File: src/hw/rtl/ptmr_pkg.sv
// Package: shared types, register indices and slot mapping for the prescaled timer.
package ptmr_pkg;

  localparam int unsigned DEFAULT_COUNTER_BITS = 32;
  localparam int unsigned NUM_PLAIN            = 15;
  localparam int unsigned SLOT_BITS            = $clog2(NUM_PLAIN);

  typedef enum logic [1:0] {
    CMD_TICK  = 2'd0,
    CMD_READ  = 2'd1,
    CMD_WRITE = 2'd2
  } cmd_e;

  localparam logic [4:0] IDX_CTRL1    = 5'd0;
  localparam logic [4:0] IDX_IRQ_EN   = 5'd3;
  localparam logic [4:0] IDX_STATUS   = 5'd4;
  localparam logic [4:0] IDX_EGEN     = 5'd5;
  localparam logic [4:0] IDX_CCENABLE = 5'd8;
  localparam logic [4:0] IDX_COUNT    = 5'd9;
  localparam logic [4:0] IDX_PRESC    = 5'd10;
  localparam logic [4:0] IDX_RELOAD   = 5'd11;
  localparam logic [4:0] IDX_CMP1     = 5'd12;
  localparam logic [4:0] NUM_REGS     = 5'd19;

  localparam logic [15:0] PRESC_MASK = 16'hFFFF;
  localparam logic [31:0] ENABLE_BIT = 32'h0000_0001;
  localparam logic [31:0] UPDATE_BIT = 32'h0000_0001;

  // Request to the register store.
  typedef struct packed {
    logic                 re;
    logic                 we;
    logic [SLOT_BITS-1:0] addr;
    logic [31:0]          wdata;
  } mem_req_t;

  // Register index to a place in the store; plain is low for special and out-of-range registers.
  function automatic logic [SLOT_BITS:0] plain_slot(input logic [4:0] idx);
    logic                 plain;
    logic [SLOT_BITS-1:0] slot;
    plain = 1'b1;
    slot  = '0;
    if (idx >= NUM_REGS || idx == IDX_STATUS || idx == IDX_COUNT ||
        idx == IDX_PRESC || idx == IDX_RELOAD) begin
      plain = 1'b0;
    end else if (idx < IDX_STATUS) begin
      slot = SLOT_BITS'(idx);
    end else if (idx <= IDX_CCENABLE) begin
      slot = SLOT_BITS'(idx - 5'd1);
    end else begin
      slot = SLOT_BITS'(idx - 5'd4);
    end
    return {plain, slot};
  endfunction

endpackage

File: src/hw/rtl/ptmr_regmem.sv
// Register store: the plain registers in a synchronous memory with per-entry valid bits.
module ptmr_regmem
  import ptmr_pkg::*;
(
  input  logic        clk_i,
  input  logic        rst_ni,
  input  mem_req_t    req_i,
  output logic [31:0] rdata_o
);

  logic [31:0]          mem [NUM_PLAIN];
  logic [NUM_PLAIN-1:0] valid_q;
  logic [31:0]          rdata_q;

  // Entries never written read as zero.
  always_ff @(posedge clk_i or negedge rst_ni) begin
    if (!rst_ni) begin
      valid_q <= '0;
    end else if (req_i.we) begin
      valid_q[req_i.addr] <= 1'b1;
    end
  end

  always_ff @(posedge clk_i) begin
    if (req_i.we) begin
      mem[req_i.addr] <= req_i.wdata;
    end
  end

  always_ff @(posedge clk_i) begin
    if (req_i.re) begin
      rdata_q <= valid_q[req_i.addr] ? mem[req_i.addr] : '0;
    end
  end

  assign rdata_o = rdata_q;

endmodule

File: src/hw/rtl/prescaled_reload_timer_regs.sv
// Top level: register-mapped up-counting timer with prescaler and auto-reload.
//
// Each request is a timer tick, a register read or a register write; every
// request gives exactly one response, in the cycle after it is accepted. The
// block takes one request per cycle for as long as responses are taken:
// the plain registers sit in a memory that is written in the accept cycle
// and read through an output register, so a read straight after a write to
// the same register sees the new value without forwarding. The counters,
// reload, prescaler and status live in flip-flops next to the tick logic,
// together with copies of the enable and interrupt-enable bits, so a tick
// completes in its accept cycle. A single response register parts the two
// sides; while it is held, no new request is taken. After reset the
// registers read as zero at once: no clearing pass is needed.
module prescaled_reload_timer_regs
  import ptmr_pkg::*;
#(
  parameter int unsigned COUNTER_BITS = DEFAULT_COUNTER_BITS
) (
  input  logic        clk_i,
  input  logic        rst_ni,
  input  logic        in_valid_i,
  output logic        in_ready_o,
  input  logic [1:0]  cmd_i,
  input  logic [4:0]  reg_index_i,
  input  logic [31:0] write_data_i,
  output logic        out_valid_o,
  input  logic        out_ready_i,
  output logic [31:0] read_data_o,
  output logic        update_irq_o
);

  // Counter and special registers.
  logic [COUNTER_BITS-1:0] count_q, count_d;
  logic [15:0]             pcount_q, pcount_d;
  logic [15:0]             presc_q, presc_d;
  logic [31:0]             reload_q, reload_d;
  logic [31:0]             status_q, status_d;
  logic                    en_q, en_d;
  logic                    irq_en_q, irq_en_d;

  // Response register.
  logic        out_valid_q, out_valid_d;
  logic [31:0] rd_q, rd_d;
  logic        irq_q, irq_d;
  logic        mem_sel_q, mem_sel_d;

  logic                    accept;
  logic [SLOT_BITS:0]      slot_info;
  logic                    is_plain;
  logic [COUNTER_BITS-1:0] count_inc;
  mem_req_t                mem_req;
  logic [31:0]             mem_rdata;

  assign in_ready_o = !out_valid_q || out_ready_i;
  assign accept     = in_valid_i && in_ready_o;
  assign slot_info  = plain_slot(reg_index_i);
  assign is_plain   = slot_info[SLOT_BITS];
  assign count_inc  = count_q + COUNTER_BITS'(1);

  // Plain registers go to the store; everything else is handled here.
  always_comb begin
    mem_req.re    = accept && cmd_e'(cmd_i) == CMD_READ && is_plain;
    mem_req.we    = accept && cmd_e'(cmd_i) == CMD_WRITE && is_plain;
    mem_req.addr  = slot_info[SLOT_BITS-1:0];
    mem_req.wdata = write_data_i;
  end

  ptmr_regmem u_regmem (
    .clk_i   (clk_i),
    .rst_ni  (rst_ni),
    .req_i   (mem_req),
    .rdata_o (mem_rdata)
  );

  always_comb begin
    count_d     = count_q;
    pcount_d    = pcount_q;
    presc_d     = presc_q;
    reload_d    = reload_q;
    status_d    = status_q;
    en_d        = en_q;
    irq_en_d    = irq_en_q;
    out_valid_d = out_valid_q;
    rd_d        = rd_q;
    irq_d       = irq_q;
    mem_sel_d   = mem_sel_q;

    if (out_ready_i) begin
      out_valid_d = 1'b0;
    end

    if (accept) begin
      out_valid_d = 1'b1;
      rd_d        = '0;
      irq_d       = 1'b0;
      mem_sel_d   = 1'b0;
      case (cmd_e'(cmd_i))
        CMD_TICK: begin
          // Advance the prescaler; on its terminal value step the counter.
          if (en_q) begin
            if (pcount_q < presc_q) begin
              pcount_d = pcount_q + 16'd1;
            end else begin
              pcount_d = '0;
              if (reload_q != '0 && 32'(count_inc) == reload_q) begin
                count_d = '0;
                if (irq_en_q) begin
                  status_d = status_q | UPDATE_BIT;
                  irq_d    = 1'b1;
                end
              end else begin
                count_d = count_inc;
              end
            end
          end
        end
        CMD_READ: begin
          mem_sel_d = is_plain;
          case (reg_index_i)
            IDX_STATUS: rd_d = status_q;
            IDX_COUNT:  rd_d = 32'(count_q);
            IDX_PRESC:  rd_d = 32'(presc_q);
            IDX_RELOAD: rd_d = reload_q;
            default:    rd_d = '0;
          endcase
        end
        CMD_WRITE: begin
          case (reg_index_i)
            IDX_STATUS: status_d = status_q & write_data_i;
            IDX_COUNT:  count_d  = write_data_i[COUNTER_BITS-1:0];
            IDX_PRESC:  presc_d  = write_data_i[15:0] & PRESC_MASK;
            IDX_RELOAD: reload_d = write_data_i;
            IDX_CTRL1:  en_d     = (write_data_i & ENABLE_BIT) != '0;
            IDX_IRQ_EN: irq_en_d = (write_data_i & UPDATE_BIT) != '0;
            IDX_EGEN: begin
              // Update generation: clear both counters.
              if ((write_data_i & UPDATE_BIT) != '0) begin
                count_d  = '0;
                pcount_d = '0;
              end
            end
            default: ;
          endcase
        end
        default: ;
      endcase
    end
  end

  always_ff @(posedge clk_i or negedge rst_ni) begin
    if (!rst_ni) begin
      count_q     <= '0;
      pcount_q    <= '0;
      presc_q     <= '0;
      reload_q    <= '0;
      status_q    <= '0;
      en_q        <= 1'b0;
      irq_en_q    <= 1'b0;
      out_valid_q <= 1'b0;
    end else begin
      count_q     <= count_d;
      pcount_q    <= pcount_d;
      presc_q     <= presc_d;
      reload_q    <= reload_d;
      status_q    <= status_d;
      en_q        <= en_d;
      irq_en_q    <= irq_en_d;
      out_valid_q <= out_valid_d;
    end
  end

  // Response payload: no reset needed.
  always_ff @(posedge clk_i) begin
    rd_q      <= rd_d;
    irq_q     <= irq_d;
    mem_sel_q <= mem_sel_d;
  end

  assign out_valid_o  = out_valid_q;
  assign read_data_o  = mem_sel_q ? mem_rdata : rd_q;
  assign update_irq_o = irq_q;

endmodule

File: config.mk
export PLATFORM = sky130hd
export DESIGN_NAME = prescaled_reload_timer_regs
export DESIGN_NICKNAME = d
export VERILOG_FILES = /design/src/hw/rtl/ptmr_pkg.sv /design/src/hw/rtl/ptmr_regmem.sv /design/src/hw/rtl/prescaled_reload_timer_regs.sv
export SDC_FILE = /design/constraint.sdc
export NUM_CORES = 1
export LEC_CHECK = 0
export BUFFER_PORTS_ARGS = -buffer_cell sky130_fd_sc_hd__buf_2
export CORE_ASPECT_RATIO = 1.1
export CORE_MARGIN = 1.5
export CORE_UTILIZATION = 35
export CTS_CLUSTER_SIZE = 25
export DETAILED_ROUTE_END_ITERATION = 10
export PLACE_DENSITY = 0.56
export SLEW_MARGIN = 0
export SYNTH_ARGS = -nofsm -noshare
export SYNTH_HDL_FRONTEND = slang
export SYNTH_SLANG_ARGS = --single-unit
File: constraint.sdc
create_clock -name clk_i -period 8.5 [get_ports clk_i]
set_input_delay 0.85 -clock clk_i [delete_from_list [all_inputs] [get_ports clk_i]]
set_output_delay 0.85 -clock clk_i [all_outputs]
set_load 0.01 [all_outputs]
======== Word-level counts from Yosys, hierarchy flattened ========
Memory sizes are Yosys's and may differ from the RTL's. A register that Yosys moved wholly into a read port is not among the register bits.
Index checks and enable logic that the tools add are counted.
storage, ports and cells
  register bits ........................... 180
  memory bits (writable) .................. 480
  input bits .............................. 43
  output and inout port bits .............. 35
  word-level logic and storage cells ...... 107
  memories kept ........................... 1
cells by class
  add/subtract/negate cells ............... 4
  order comparisons ....................... 6
  eq/ne operators ......................... 18
  multiplexer cells ....................... 32
  bitwise gates (word level) .............. 5
  reduce and logical (&&, ||, !) cells .... 28
memories
  memory        depth  bits a word  read ports  clocked after Yosys merged registers in  write ports  line               RTL
  u_regmem.mem  15     32           1           1                                        1            ptmr_regmem.sv:11  logic [31:0] mem [NUM_PLAIN];
operator list
  kind                   number
  $mux 32                6
  $pmux 32 s2            3
  $pmux 32 s4            1
  $mux 16                4
  $add 32x1->32 const B  1
  $and 32x32->32         1
  $eq 32x32->1           1
  $pmux 16 s2            1
  $reduce_bool 32->1     1
  $add 16x1->16 const B  1
  $lt 16x16->1           1
  $eq 5x4->1 const B     3
  $or 15x15->15          1
  $mux 1                 12
  $mux 4                 3
  $ne 2x2->1 const B     6
  $reduce_and 3->1       4
  $eq 5x3->1 const B     2
  $logic_and 1x1->1      7
  $reduce_and 7->1       1
  $reduce_and 6->1       1
  $eq 5x2->1 const B     1
  $ge 5x5->1 const B     1
  $le 5x4->1 const B     1
  other kinds (21)       29

======== Depth between registers and ports, before layout ========
  depth after elaboration ................. 11
  gate-level depth with buffers ........... 15
  depth with buffers taken out ............ 10

======== Hierarchy ========
From an unflattened synthesis, not the netlist that was laid out.
second synthesis, totals
  cell total of the unflattened synthesis .. 1995
  area total of the unflattened synthesis .. 29753.5 um^2
by module, submodules not included
  module                       instances  cells an instance  area an instance (um^2)  seq. area each (um^2)
  ptmr_regmem                  1          989                19890.3                  15750.1
  prescaled_reload_timer_regs  1          1006               9863.2                   4299.1

======== Least setup slack after synthesis ========
OpenSTA, ideal clock, no wires.
  path kind ............................... input port to flip-flop
  from .................................... input reg_index_i[2]
  to ...................................... register u_regmem.valid_q[9]
  library setup time ...................... 0.096 ns
  arrival time ............................ 8.543 ns
  required time ........................... 8.404 ns
  slack ................................... -0.139 ns
  cell stages on the path ................. 11
  path buffers ............................ 2
  path through ............................ inv_1 -> ha_1 -> and3b_1 -> clkbuf_1 -> or4_1 -> a21o_1 -> clkbuf_1 -> a21oi_1 -> nand3_1 -> a2111oi_0 -> or2_2
on the way
  word-level cells in the longest chain between the ends .. 11
  elaborated cells between the ends (all ways) .. 24
  classes of those cells .................. 2 x add/sub; 5 x order compare; 4 x eq/ne; 6 x mux; 1 x bitwise; 6 x reduce/logical
ends and longest elaborated chain
  what                                                                   line                               RTL
  start: declaration                                                     prescaled_reload_timer_regs.sv:24  input logic [4:0] reg_index_i,
  $ge 5x5->1 / $eq 5x3->1 (equally long branches)                        ptmr_pkg.sv:43                     if (idx >= NUM_REGS || idx == IDX_STATUS || idx == IDX_COUNT ||
  $logic_or 1x1->1 (3 in a row)                                          ptmr_pkg.sv:43
  $logic_or 1x1->1                                                       ptmr_pkg.sv:44                     idx == IDX_PRESC || idx == IDX_RELOAD) begin
  $mux 4                                                                 ptmr_pkg.sv:43
  $lt 4x5->1 (not written as such) / $ge 4x1->1 (equally long branches)  ptmr_regmem.sv:20                  valid_q[req_i.addr] <= 1'b1;
  $logic_and 1x1->1 (not written as such)                                ptmr_regmem.sv:20
  $mux 1 (not written as such)                                           ptmr_regmem.sv:20
  $demux 1 s4                                                            n/a
  $or 15x15->15 (no source line)                                         n/a
  end signal: assignment                                                 ptmr_regmem.sv:18                  valid_q <= '0;
  end signal: indexed assignment                                         ptmr_regmem.sv:20
  end: declaration                                                       ptmr_regmem.sv:12                  logic [NUM_PLAIN-1:0] valid_q;
Parallel ways exist; a longest one is shown, timed or not.
A chain may end at the register's enable or synchronous reset.

======== Worst setup path in the final report ========
  from .................................... input reg_index_i[2]
  to ...................................... register u_regmem.rdata_q[22], in the netlist u_regmem.rdata_o[22] (read register of u_regmem.mem) (data pin)
on the way
  word-level cells in the longest chain between the ends .. 9
  elaborated cells between the ends (all ways) .. 21
  classes of those cells .................. 2 x add/sub; 3 x order compare; 4 x eq/ne; 6 x mux; 6 x reduce/logical
ends and longest elaborated chain
  what                                             line               RTL
  $ge 5x5->1 / $eq 5x3->1 (equally long branches)  ptmr_pkg.sv:43
  $logic_or 1x1->1 (3 in a row)                    ptmr_pkg.sv:43
  $logic_or 1x1->1                                 ptmr_pkg.sv:44
  $mux 4                                           ptmr_pkg.sv:43
  $bmux 1 s4                                       ptmr_regmem.sv:32  rdata_q <= valid_q[req_i.addr] ? mem[req_i.addr] : '0;
  $mux 1 (not written as such)                     ptmr_regmem.sv:32
  $logic_not 1->1 (no source line)                 n/a
  end: declaration                                 ptmr_regmem.sv:13  logic [31:0] rdata_q;
Parallel ways exist; a longest one is shown, timed or not. The select of a mux whose other input is x is not followed.

==> results.sh <==
export IMPL_clock_path_buffers=3
export IMPL_ff2ff_setup_slack_ps=3880
export IMPL_cp_end_kind="flip-flop"
export IMPL_rsz0062_at_grt="false"
export IMPL_synth_distinct_cells=74
export IMPL_synthTopCellsByCount="546 x edfxtp_1, 249 x a22oi_1, 153 x a21oi_1"
export IMPL_ys_ff_latch=692
export IMPL_wl_per_cell_um=26.7
export IMPL_synth_top_cell_area_share_pct=55.7
export IMPL_hold_viol=0
export IMPL_die_y_um=307
export IMPL_cp_common_cell="buf_4"
export IMPL_drv_slew=0
export IMPL_cts_sinks=692
export IMPL_final_setup_skew_ps=32.3
export IMPL_status="completed"
export IMPL_dp_cells=3181
export IMPL_cts_clk_slew_worst_paths_ps=70
export IMPL_p_per_area_mw_per_mm2=226
export IMPL_crit_path_max_fanout=72
export IMPL_synth_edf_count=546
export IMPL_place_worst_setup_slack_ps=2910
export IMPL_fin_util_pct=40.0
export IMPL_max_stage_delay_ps=620
export IMPL_async_flop_share_pct=21.1
export IMPL_worstSetupPathType="input pin to flip-flop"
export IMPL_min_path_type="input pin to async pin"
export IMPL_final_nets=2250
export IMPL_netlist_instances=2148
export IMPL_worstPathRequired_ps=8830
export IMPL_dieWidth_um=280
export IMPL_synth_area_top_cells="edfxtp_1 56%, dfrtp_1 12%, a22oi_1 6.3%"
export IMPL_track_usage_pct=20.6
export IMPL_tightest_slew_ps=1200
export IMPL_antenna_found_initial=10
export IMPL_drt_wl_total_mm=88.4
export IMPL_drv_cap=0
export IMPL_rows=111
export IMPL_netlist_area_mm2=0.0294
export IMPL_hold_buffers=0
export IMPL_final_layout_size_suffix_gt1_share_pct=16.3
export IMPL_finalSetupViolations=0
export IMPL_numCtsBuffers=72
export IMPL_period_minus_slack_ps=5000
export IMPL_grt_max_degree=101
export IMPL_insertion_delay_ps=630
export IMPL_crit_arrival_ps=5330
export IMPL_setup_slack_ps=3500
export IMPL_cts_root_buf="clkbuf_16"
export IMPL_yosysMostFrequentCell="edfxtp_1"
export IMPL_grt_pass1_wl_mm=131
export IMPL_grt_overflow=0
export IMPL_whs_ps=292
export IMPL_drt_initial_drc_count=2236
export IMPL_drtPass1Iterations=7
export IMPL_start_util_pct=35.3
export IMPL_avgViaCountPerCell=5.91
export IMPL_syn_to_final_growth_pct=13.3
export IMPL_ys_seq_area_share_pct=68.1
export IMPL_htreeDepth=3
export IMPL_synthFlopType="edfxtp_1"
export IMPL_crit_path_cell_trace="buf_2 -> inv_1 -> ha_1 -> and3b_1 -> buf_4 -> or4_1 -> a21o_1 -> a211o_4 -> buf_4 -> a222oi_1 -> nor2_1 -> nor4_2 -> buf_4 -> nor2_1"
export IMPL_avgSynthCellArea_um2=13.7
export IMPL_num_vias=19575
export IMPL_dieArea_mm2=0.0859
export IMPL_cts_resized=0
export IMPL_drc=0
export IMPL_final_setup_tns_ps=0
export IMPL_core_area_mm2=0.0833
export IMPL_instances_no_fill=3314
export IMPL_finalCritPeriodShare_pct=58.8
export IMPL_synth_top_area_cell="edfxtp_1"
export IMPL_num_io_pins=78
export IMPL_port_buffers=77
export IMPL_max_freq_mhz=200
export IMPL_place_congestion=0.882
export IMPL_cts_setup_buffers=0
export IMPL_dp_final_hpwl_mm=52.9
export IMPL_leakage_nw=11.4
export IMPL_first_global_vias=19344
export IMPL_antenna_left=0
export IMPL_slew_headroom_pct=20.2
export IMPL_ir_drop_mv=0.156
export IMPL_cts_tree="built"
export IMPL_syn_nets=2216
export IMPL_yosys_warnings=0
export IMPL_cp_slowest_cell="or4_1"
export IMPL_cp_start_kind="input pin"
area by class of cell:
type	count	area, um^2
fill	7728	50000
inverter	36	135
clock buffer	87	1920
timing repair buffer	122	742
tap	1073	1340
clock inverter	43	363
multi-input combinational	1258	8790
sequential	692	20000
antenna	3	7.51
power by group:
part	internal [mW]	switching (mW)
combinational	0.204	0.439
sequential	3.71	0.0681
clock	1.75	1.35
total	5.67	1.86
cells by family after synthesis:
family,synth area share [%]
xor+xnor,1.07
fa+ha+maj,1.06
compound gates,14.7
simple gates,8.82
mux,3.62
flops,68.1
buf+inv,2.62
through the flow:
step	instance area [um^2]	power [mW]
after global placement	31100	4.48
after global routing	33300	7.78
final	33300	7.52
after floorplan	29400	4.21
after detailed placement	31100	4.49
after CTS	33300	7.58
critical path, delay by kind of cell:
kind	cells	cell delay [ps]
buffers and inverters	5	1380
AOI/OAI and AO/OA	3	1360
adders and majority gates	1	290
and+or+nand+nor	5	1380
sequential cells by signal (all words and copies together), names as in the netlist:
name / cells
rd_q: 32
update_irq_o: 1
u_regmem.valid_q: 15
status_q: 32
presc_q: 16
pcount_q: 16
en_q: 1
reload_q: 32
u_regmem.mem: 480
irq_en_q: 1
count_q: 32
out_valid_o: 1
mem_sel_q: 1
u_regmem.rdata_o: 32
final timing paths:
| path | from | end | cells past startpoint |
|---|---|---|---|
| worst min-delay path | rst_ni | reload_q[18] | 1 |
| worst max register to register | count_q[0] | update_irq_o | 9 |
| worst min register to register | u_regmem.valid_q[11] | u_regmem.valid_q[11] | 1 |
| max in group asynchronous | rst_ni | u_regmem.valid_q[8] | 2 |
| min in group clk_i | in_valid_i | out_valid_o | 2 |
| worst max-delay path | reg_index_i[2] | u_regmem.rdata_o[22] | 14 |
layout by cell type (no fill, tap or decap), types with 8 or more instances in the layout:
| cell type | n |
|---|---|
| mux2_2 | 84 |
| nor3_2 | 8 |
| ha_1 | 25 |
| inv_1 | 35 |
| a21o_1 | 10 |
| nor2_1 | 111 |
| and4_1 | 11 |
| a211oi_1 | 11 |
| nand2_1 | 68 |
| or3_1 | 13 |
| nand4_1 | 44 |
| o21ai_0 | 32 |
| mux2i_1 | 12 |
| or4_1 | 11 |
| clkinv_2 | 14 |
| or2_2 | 14 |
| buf_2 | 76 |
| and2_1 | 15 |
| and3_1 | 17 |
| nor4_1 | 50 |
| a32oi_1 | 16 |
| nand3_1 | 40 |
| a22oi_1 | 249 |
| xnor2_1 | 23 |
| nor3_1 | 16 |
| nand2b_1 | 12 |
| a21oi_1 | 151 |
| a31oi_1 | 14 |
| o21a_1 | 33 |
| xor2_1 | 13 |
| edfxtp_1 | 546 |
| clkbuf_16 | 73 |
| dfrtp_1 | 146 |
| a222oi_1 | 33 |
| buf_4 | 44 |
| clkinv_1 | 13 |
| o211ai_1 | 21 |
| clkbuf_1 | 10 |
| o22ai_1 | 11 |
per-layer routing:
| metal | share of wire [%] | GRT usage, % |
|---|---|---|
| met1 | 42 | 28.1 |
| met2 | 48 | 33.2 |
| met3 | 7.3 | 3.44 |
| met4 | 2.8 | 6.98 |
| met5 | 0.026 | 0 |
Power figures use the tool's default switching activity.
